## src/design/atan2_pkg.sv

```systemverilog
package atan2_pkg;

  // Coordinate and angle formats
  localparam int COORD_WIDTH     = 16;
  localparam int ANGLE_FRAC_BITS = 13;
  localparam int ANGLE_W         = ANGLE_FRAC_BITS + 3;

  // Magnitudes reach 2^(COORD_WIDTH-1), the partial remainder twice that
  localparam int MAG_W = COORD_WIDTH;
  localparam int REM_W = COORD_WIDTH + 1;

  // Ratio z is Q1.15; its magnitude reaches 1.0, so one more quotient bit
  localparam int Z_FRAC  = 15;
  localparam int QUO_W   = Z_FRAC + 1;
  localparam int Z_W     = QUO_W + 1;
  localparam int N_CELLS = QUO_W;

  // Q2.30 arithmetic
  localparam int K_W       = 32;
  localparam int C2P_W     = K_W + Z_W;
  localparam int TP_W      = K_W + Z_W;
  localparam int SUM_W     = K_W + 3;
  localparam int SUM_SHIFT = 30 - ANGLE_FRAC_BITS;

  localparam logic signed [K_W-1:0]   K_C1      = 32'sd1044100225;
  localparam logic signed [K_W-1:0]   K_C2      = -32'sd206102542;
  localparam logic signed [SUM_W-1:0] K_PI      = 35'sd3373259520;
  localparam logic signed [SUM_W-1:0] K_HALF_PI = 35'sd1686629760;

  // pi truncated to the output format
  localparam int ANGLE_PI = int'(K_PI >>> SUM_SHIFT);

  // Per-request flags that travel with the division chain
  typedef struct packed {
    logic undef;  // both coordinates zero
    logic swap;   // |x| <= |y|: z = x/y and the angle is folded about pi/2
    logic x_neg;
    logic y_neg;
    logic z_neg;  // sign of the ratio
  } side_t;

endpackage

```

## src/design/atan2_div_cell.sv

```systemverilog
module atan2_div_cell (
  input  logic                         clk_i,
  input  logic                         rst_ni,
  input  logic                         en_i,
  input  logic                         valid_i,
  input  logic [atan2_pkg::REM_W-1:0]  rem_i,
  input  logic [atan2_pkg::MAG_W-1:0]  den_i,
  input  logic [atan2_pkg::QUO_W-1:0]  quo_i,
  input  atan2_pkg::side_t             side_i,
  output logic                         valid_o,
  output logic [atan2_pkg::REM_W-1:0]  rem_o,
  output logic [atan2_pkg::MAG_W-1:0]  den_o,
  output logic [atan2_pkg::QUO_W-1:0]  quo_o,
  output atan2_pkg::side_t             side_o
);
  import atan2_pkg::*;

  logic [REM_W-1:0] den_ext;
  logic [REM_W-1:0] diff;
  logic [REM_W-1:0] kept;
  logic             fits;
  logic             valid_q;
  logic [REM_W-1:0] rem_q;
  logic [MAG_W-1:0] den_q;
  logic [QUO_W-1:0] quo_q;
  side_t            side_q;

  // Compare-subtract one quotient bit, then shift the remainder
  always_comb begin
    den_ext = {1'b0, den_i};
    diff    = rem_i - den_ext;
    fits    = (rem_i >= den_ext);
    kept    = fits ? diff : rem_i;
  end

  always_ff @(posedge clk_i or negedge rst_ni) begin
    if (!rst_ni) begin
      valid_q <= 1'b0;
    end else if (en_i) begin
      valid_q <= valid_i;
    end
  end

  always_ff @(posedge clk_i) begin
    if (en_i) begin
      rem_q  <= {kept[REM_W-2:0], 1'b0};
      den_q  <= den_i;
      quo_q  <= {quo_i[QUO_W-2:0], fits};
      side_q <= side_i;
    end
  end

  assign valid_o = valid_q;
  assign rem_o   = rem_q;
  assign den_o   = den_q;
  assign quo_o   = quo_q;
  assign side_o  = side_q;

endmodule

```

## src/design/atan2_poly.sv

```systemverilog
module atan2_poly (
  input  logic                                clk_i,
  input  logic                                rst_ni,
  input  logic                                en_i,
  input  logic                                valid_i,
  input  logic [atan2_pkg::QUO_W-1:0]         quo_i,
  input  atan2_pkg::side_t                    side_i,
  output logic                                valid_o,
  output logic signed [atan2_pkg::ANGLE_W-1:0] angle_o,
  output logic                                undefined_o
);
  import atan2_pkg::*;

  logic [5:0] valid_q;

  // stage 1: signed ratio and its square
  logic [2*QUO_W-1:0]     sqr;
  logic signed [Z_W-1:0]  z_d;
  logic signed [Z_W-1:0]  z1_q;
  logic [QUO_W-1:0]       zsq1_q;
  side_t                  side1_q;

  // stage 2: C2 * z^2
  logic signed [Z_W-1:0]   zsq_s;
  logic signed [C2P_W-1:0] c2p_d;
  logic signed [C2P_W-1:0] c2p2_q;
  logic signed [Z_W-1:0]   z2_q;
  side_t                   side2_q;

  // stage 3: poly = C1 + C2*z^2 / 2^15
  logic signed [C2P_W-1:0] c2p_b;
  logic signed [C2P_W-1:0] c2p_sh;
  logic signed [K_W-1:0]   poly3_q;
  logic signed [Z_W-1:0]   z3_q;
  side_t                   side3_q;

  // stage 4: poly * z
  logic signed [TP_W-1:0] tp_d;
  logic signed [TP_W-1:0] tp4_q;
  side_t                  side4_q;

  // stage 5: quadrant offsets
  logic signed [TP_W-1:0]  tp_b;
  logic signed [TP_W-1:0]  tp_sh;
  logic signed [SUM_W-1:0] term;
  logic signed [SUM_W-1:0] sum_d;
  logic signed [SUM_W-1:0] sum5_q;
  logic                    undef5_q;

  // stage 6: scale to the output format
  logic signed [SUM_W-1:0]   sum_b;
  logic signed [SUM_W-1:0]   sum_sh;
  logic signed [ANGLE_W-1:0] angle6_q;
  logic                      undef6_q;

  always_comb begin
    sqr   = quo_i * quo_i;
    z_d   = side_i.z_neg ? -$signed({1'b0, quo_i}) : $signed({1'b0, quo_i});
    zsq_s = $signed({1'b0, zsq1_q});
    c2p_d = K_C2 * zsq_s;
    // truncate toward zero
    c2p_b  = c2p2_q[C2P_W-1] ? c2p2_q + C2P_W'(2**Z_FRAC - 1) : c2p2_q;
    c2p_sh = c2p_b >>> Z_FRAC;
    tp_d   = poly3_q * z3_q;
    tp_b   = tp4_q[TP_W-1] ? tp4_q + TP_W'(2**Z_FRAC - 1) : tp4_q;
    tp_sh  = tp_b >>> Z_FRAC;
    term   = $signed(tp_sh[SUM_W-1:0]);
    if (side4_q.undef) begin
      sum_d = '0;
    end else if (!side4_q.swap) begin
      sum_d = term;
      if (side4_q.x_neg) begin
        sum_d = side4_q.y_neg ? term - K_PI : term + K_PI;
      end
    end else begin
      sum_d = K_HALF_PI - term;
      if (side4_q.y_neg) begin
        sum_d = K_HALF_PI - term - K_PI;
      end
    end
    sum_b  = sum5_q[SUM_W-1] ? sum5_q + SUM_W'(2**SUM_SHIFT - 1) : sum5_q;
    sum_sh = sum_b >>> SUM_SHIFT;
  end

  always_ff @(posedge clk_i or negedge rst_ni) begin
    if (!rst_ni) begin
      valid_q <= '0;
    end else if (en_i) begin
      valid_q <= {valid_q[4:0], valid_i};
    end
  end

  always_ff @(posedge clk_i) begin
    if (en_i) begin
      z1_q     <= z_d;
      zsq1_q   <= sqr[Z_FRAC+QUO_W-1:Z_FRAC];
      side1_q  <= side_i;
      c2p2_q   <= c2p_d;
      z2_q     <= z1_q;
      side2_q  <= side1_q;
      poly3_q  <= K_C1 + $signed(c2p_sh[K_W-1:0]);
      z3_q     <= z2_q;
      side3_q  <= side2_q;
      tp4_q    <= tp_d;
      side4_q  <= side3_q;
      sum5_q   <= sum_d;
      undef5_q <= side4_q.undef;
      angle6_q <= sum_sh[ANGLE_W-1:0];
      undef6_q <= undef5_q;
    end
  end

  assign valid_o     = valid_q[5];
  assign angle_o     = angle6_q;
  assign undefined_o = undef6_q;

endmodule

```

## src/design/two_argument_arctangent.sv

```systemverilog
// Two-argument arctangent: angle of the point (y, x) in radians, Q3.13.
//
// Input channel: in_valid_i / in_stall_o carry one request (y_coord_i,
// x_coord_i), taken at a clock edge with in_valid_i high and in_stall_o low.
// Output channel: out_valid_o / out_stall_i carry angle_o and undefined_o.
// undefined_o is set, with angle_o zero, when both coordinates are zero.
//
// A register picks the ratio operands, a chain of 16 divider cells forms
// one bit of the Q1.15 ratio each, and six stages evaluate the
// polynomial, add the quadrant offset and scale the result.
// Throughput is one request per cycle while the receiver does not stall;
// the divider chain and the polynomial stages all move in lockstep.
//
// When the receiver stalls with a result waiting, the whole pipeline holds
// and in_stall_o rises in the same cycle; while the output register is
// empty or being taken, requests keep flowing in. Reset clears only the
// valid bits, so the block comes out of reset empty and ready.
module two_argument_arctangent (
  input  logic                                        clk_i,
  input  logic                                        rst_ni,
  input  logic                                        in_valid_i,
  output logic                                        in_stall_o,
  input  logic signed [atan2_pkg::COORD_WIDTH-1:0]    y_coord_i,
  input  logic signed [atan2_pkg::COORD_WIDTH-1:0]    x_coord_i,
  output logic                                        out_valid_o,
  input  logic                                        out_stall_i,
  output logic signed [atan2_pkg::ANGLE_W-1:0]        angle_o,
  output logic                                        undefined_o
);
  import atan2_pkg::*;

  logic en;

  // operand selection
  logic [MAG_W-1:0] ay;
  logic [MAG_W-1:0] ax;
  logic             swap;
  side_t            side_d;
  logic             prep_valid_q;
  logic [MAG_W-1:0] num_q;
  logic [MAG_W-1:0] den_q;
  side_t            prep_side_q;

  // divider chain taps: index 0 feeds the first cell
  logic             c_valid [N_CELLS+1];
  logic [REM_W-1:0] c_rem   [N_CELLS+1];
  logic [MAG_W-1:0] c_den   [N_CELLS+1];
  logic [QUO_W-1:0] c_quo   [N_CELLS+1];
  side_t            c_side  [N_CELLS+1];

  // Advance everything unless a finished result is held by the receiver
  assign en         = !(out_valid_o && out_stall_i);
  assign in_stall_o = !en;

  // Divide the smaller magnitude by the larger so that |z| <= 1
  always_comb begin
    ay            = y_coord_i[COORD_WIDTH-1] ? MAG_W'(-y_coord_i) : MAG_W'(y_coord_i);
    ax            = x_coord_i[COORD_WIDTH-1] ? MAG_W'(-x_coord_i) : MAG_W'(x_coord_i);
    swap          = !(ax > ay);
    side_d.undef  = (x_coord_i == '0) && (y_coord_i == '0);
    side_d.swap   = swap;
    side_d.x_neg  = x_coord_i[COORD_WIDTH-1];
    side_d.y_neg  = y_coord_i[COORD_WIDTH-1];
    side_d.z_neg  = x_coord_i[COORD_WIDTH-1] ^ y_coord_i[COORD_WIDTH-1];
  end

  always_ff @(posedge clk_i or negedge rst_ni) begin
    if (!rst_ni) begin
      prep_valid_q <= 1'b0;
    end else if (en) begin
      prep_valid_q <= in_valid_i;
    end
  end

  always_ff @(posedge clk_i) begin
    if (en) begin
      num_q       <= swap ? ax : ay;
      den_q       <= swap ? ay : ax;
      prep_side_q <= side_d;
    end
  end

  assign c_valid[0] = prep_valid_q;
  assign c_rem[0]   = {1'b0, num_q};
  assign c_den[0]   = den_q;
  assign c_quo[0]   = '0;
  assign c_side[0]  = prep_side_q;

  // One quotient bit per cell, most significant first
  for (genvar i = 0; i < N_CELLS; i++) begin : g_cell
    atan2_div_cell u_cell (
      .clk_i   (clk_i),
      .rst_ni  (rst_ni),
      .en_i    (en),
      .valid_i (c_valid[i]),
      .rem_i   (c_rem[i]),
      .den_i   (c_den[i]),
      .quo_i   (c_quo[i]),
      .side_i  (c_side[i]),
      .valid_o (c_valid[i+1]),
      .rem_o   (c_rem[i+1]),
      .den_o   (c_den[i+1]),
      .quo_o   (c_quo[i+1]),
      .side_o  (c_side[i+1])
    );
  end

  // The final remainder and divisor are dropped; the polynomial needs only z
  atan2_poly u_poly (
    .clk_i       (clk_i),
    .rst_ni      (rst_ni),
    .en_i        (en),
    .valid_i     (c_valid[N_CELLS]),
    .quo_i       (c_quo[N_CELLS]),
    .side_i      (c_side[N_CELLS]),
    .valid_o     (out_valid_o),
    .angle_o     (angle_o),
    .undefined_o (undefined_o)
  );

endmodule

```

## config.mk

```make
export PLATFORM = sky130hd
export DESIGN_NAME = two_argument_arctangent
export DESIGN_NICKNAME = d
export VERILOG_FILES = /design/src/design/atan2_pkg.sv /design/src/design/atan2_div_cell.sv /design/src/design/atan2_poly.sv /design/src/design/two_argument_arctangent.sv
export SDC_FILE = /design/constraint.sdc
export NUM_CORES = 2
export LEC_CHECK = 0
export ABC_AREA = 1
export CELL_PAD_IN_SITES_DETAIL_PLACEMENT = 1
export CELL_PAD_IN_SITES_GLOBAL_PLACEMENT = 1
export CORE_ASPECT_RATIO = 0.75
export CORE_MARGIN = 2
export CORE_UTILIZATION = 47
export DETAILED_ROUTE_END_ITERATION = 7
export DONT_BUFFER_PORTS = 1
export GPL_ROUTABILITY_DRIVEN = 0
export PLACE_DENSITY_LB_ADDON = 0.3
export SYNTH_ARGS = -nofsm -noshare
export SYNTH_HDL_FRONTEND = slang
export SYNTH_SLANG_ARGS = --single-unit
```

## constraint.sdc

```tcl
create_clock -name clk_i -period 29.4 [get_ports clk_i]
set_input_delay 5.88 -clock clk_i [delete_from_list [all_inputs] [get_ports clk_i]]
set_output_delay 5.88 -clock clk_i [all_outputs]
set_load 0.05 [all_outputs]
```

==> out/results.tsv <==
metric	value	unit
Yosys cell types	71	
Worst Setup Start Kind	primary input	
Hold Crit Class	register to register	
Max Fclk	76.2	MHz
WL/cell	19.1	µm
register area share after synthesis	0.350	
Total Neg Setup Slack	0	ns
worst setup path start	out_stall_i	
RSZ-0062 raised after global routing	false	
antenna violations before repair	2	
setup bufs post-CTS	0	
# IOs	55	
Syn. warnings	0	
Max Cap Viol	0	
critical path fanouts, max	64	
clock skew	0.0563	ns
vias in the first global route	68200	
Worst Max-Slew Pin Slew	1.12	ns
Arr. time, crit path	7.25	ns
CP Data Required Time	23.52	ns
clock root buffer	clkbuf_16	
reg2reg end	u_poly.c2p2_q[44]	
Final min period	13.13	ns
syn nets	10800	
final setup vio count	0	
crit share post-route	0.446	
Clock Sinks	1017	
Reg2Reg Launch Point	u_poly.zsq1_q[2]	
worst-skew pair later-pin latency	0.76	ns
total die area	0.189	mm²
Final Max Slew Viols	0	
syn_area_per_cell	9.50	µm²
Reg2Reg Setup Slack	21.92	ns
PortBufs	0	
Layout area overhead	7.09	%
total grt overflow	0	
Crit. End Element	output port	
remaining antenna violation count	0	
Crit path max-delay family	buffers and inverters	
1st-iter DRT viols	3871	
Fill cells	20700	
Nets	10700	
cts hold-fix bufs	0	
worst hold margin	0.383	ns
Worst Setup EP	in_stall_o	
slew margin rel.	0.255	
commonest cells after routing, fill and taps aside	inv_1 (2025), nand2_1 (1831), edfxtp_1 (994)	
Syn Inst Count	9158	
post-DP HPWL	176000	µm
Critical Path Stages	2	
H-tree levels	3	
min-delay src	g_cell[5].u_cell.quo_o[2]	
EDFF count, synth	994	
Site Rows	136	
Routed WL	221000	µm
Die Height	377	µm
Clk pin slew, worst setup/hold paths	0.06	ns
Inserted Clock Buffers	108	
via/cell ratio	5.28	
Starting Density	0.474	
CTS tree	built	
largest net degree at the start of global routing	137	
cts repair resizes	0	
GRT Total Usage	0.240	
asr flop ratio synth	0.0226	
CP bufs+invs	1	
slowest CP cell	inv_1	
die width	501	µm
vias	61300	
flops & latches, synth	1017	
CTS max path bufs	3	
Mapped Area	0.0870	mm²
Core Area	0.184	mm²
Final Hold Viols	0	
DR pass1 iterations	5	
Top FF cell, synth	edfxtp_1	
cells along the critical path	nand2_4, inv_1	
first-pass GRT wire length	361000	µm
most common cell after layout, fill and taps aside	inv_1	
outcome	finished, final reports clean	
cells on worst reg2reg path	24	
share of layout cells above drive strength 1	0.0415	
delay of the slowest critical-path stage	0.95	ns
Setup CP Type	primary input to output port	
post-route DRC violation count	0	
## Yosys cell counts (11+ instances only)
| library cell | count | share of area |
|---|---|---|
| nor3_1 | 79 | 0.0045 |
| inv_1 | 2025 | 0.087 |
| buf_2 | 13 | 0.00075 |
| o21ai_1 | 29 | 0.0017 |
| inv_2 | 21 | 0.00091 |
| clkbuf_1 | 201 | 0.0087 |
| dfrtp_1 | 23 | 0.0066 |
| or2_2 | 22 | 0.0016 |
| a21oi_1 | 448 | 0.026 |
| o21a_1 | 13 | 0.0011 |
| nor2_1 | 407 | 0.018 |
| nand2_2 | 46 | 0.0033 |
| fa_1 | 922 | 0.21 |
| nor2_2 | 26 | 0.0019 |
| nor4_1 | 24 | 0.0017 |
| xor2_1 | 230 | 0.023 |
| nor2_4 | 14 | 0.0018 |
| ha_1 | 649 | 0.093 |
| nand3_1 | 254 | 0.015 |
| o21bai_1 | 37 | 0.0032 |
| xnor2_1 | 196 | 0.020 |
| o211ai_1 | 27 | 0.0023 |
| a31oi_1 | 31 | 0.0022 |
| nand4_1 | 67 | 0.0048 |
| edfxtp_1 | 994 | 0.34 |
| o21ai_0 | 381 | 0.022 |
| nand2_1 | 1832 | 0.079 |
| o31ai_1 | 11 | 0.00095 |
## cell families (layout without fill, tap and decap cells)
kind of cell | Yosys count | after routing | synth area share
and+or+nand+nor | 2820 | 2820 | 0.136
buffers and inverters | 2277 | 2295 | 0.0988
adders and majority gates | 1571 | 1571 | 0.306
AOI/OAI and AO/OA | 1044 | 1044 | 0.0658
DFF | 1017 | 1017 | 0.350
xor gates and xnor gates | 428 | 428 | 0.0434
muxes | 1 | 1 | 0.000129
other | 0 | 2 | 0
## flip-flops by register name, indices dropped and copies added (netlist names), 17 cells and up
name                  cells
g_cell.u_cell.quo_o     136
u_poly.z1_q              17
u_poly.tp4_q             49
u_poly.poly3_q           32
u_poly.c2p2_q            45
u_poly.z2_q              17
g_cell.u_cell.side_o     80
g_cell.u_cell.rem_o     240
g_cell.u_cell.den_o     240
u_poly.z3_q              17
u_poly.sum5_q            34
## stage by stage
stage                     instances  setup WS (ns)  area (µm²)   util
after floorplan                9158           9.93       87000      -
after global placement        11400          16.27       89500  0.487
after detailed placement      11400          16.21       89500  0.487
after CTS                     11600          16.21       93100  0.507
after global routing          11600          16.09       93100  0.507
final                         11600          16.27       93100  0.507
## how the worst min path moves through the flow
stage / endpoint / slack (ns) / cells after the start
2_1_floorplan: g_cell[0].u_cell.side_o[0] / 0.40 / 0
3_3_place_gp: g_cell[6].u_cell.quo_o[5] / 0.40 / 0
3_5_place_dp: g_cell[12].u_cell.quo_o[11] / 0.41 / 0
4_1_cts: g_cell[6].u_cell.quo_o[3] / 0.39 / 0
5_1_grt: g_cell[10].u_cell.quo_o[8] / 0.40 / 0
6_report: g_cell[6].u_cell.quo_o[3] / 0.38 / 0
## routing by layer
layer / global-route usage / vias up / part of all wire
met2: 0.396 / 1337 / 0.47
met4: 0.0667 / 0 / 0.027
met3: 0.0393 / 325 / 0.054
met5: 0 / - / 0
met1: 0.326 / 30900 / 0.45
li1: - / 28700 / -
## cell type report
class,instances,area [µm²],share of cell area
antenna,2,5.00,0.0000537
clock buffer,120,2750,0.0295
clock inverter,75,892,0.00958
inverter,2051,7700,0.0827
multi-input combinational,5864,48000,0.515
sequential,1017,30400,0.327
tap,2415,3020,0.0324
timing repair buffer,49,380,0.00408
Power is not shown: default switching activity piles up to over one toggle a cycle in this logic, so the estimate is an artifact.
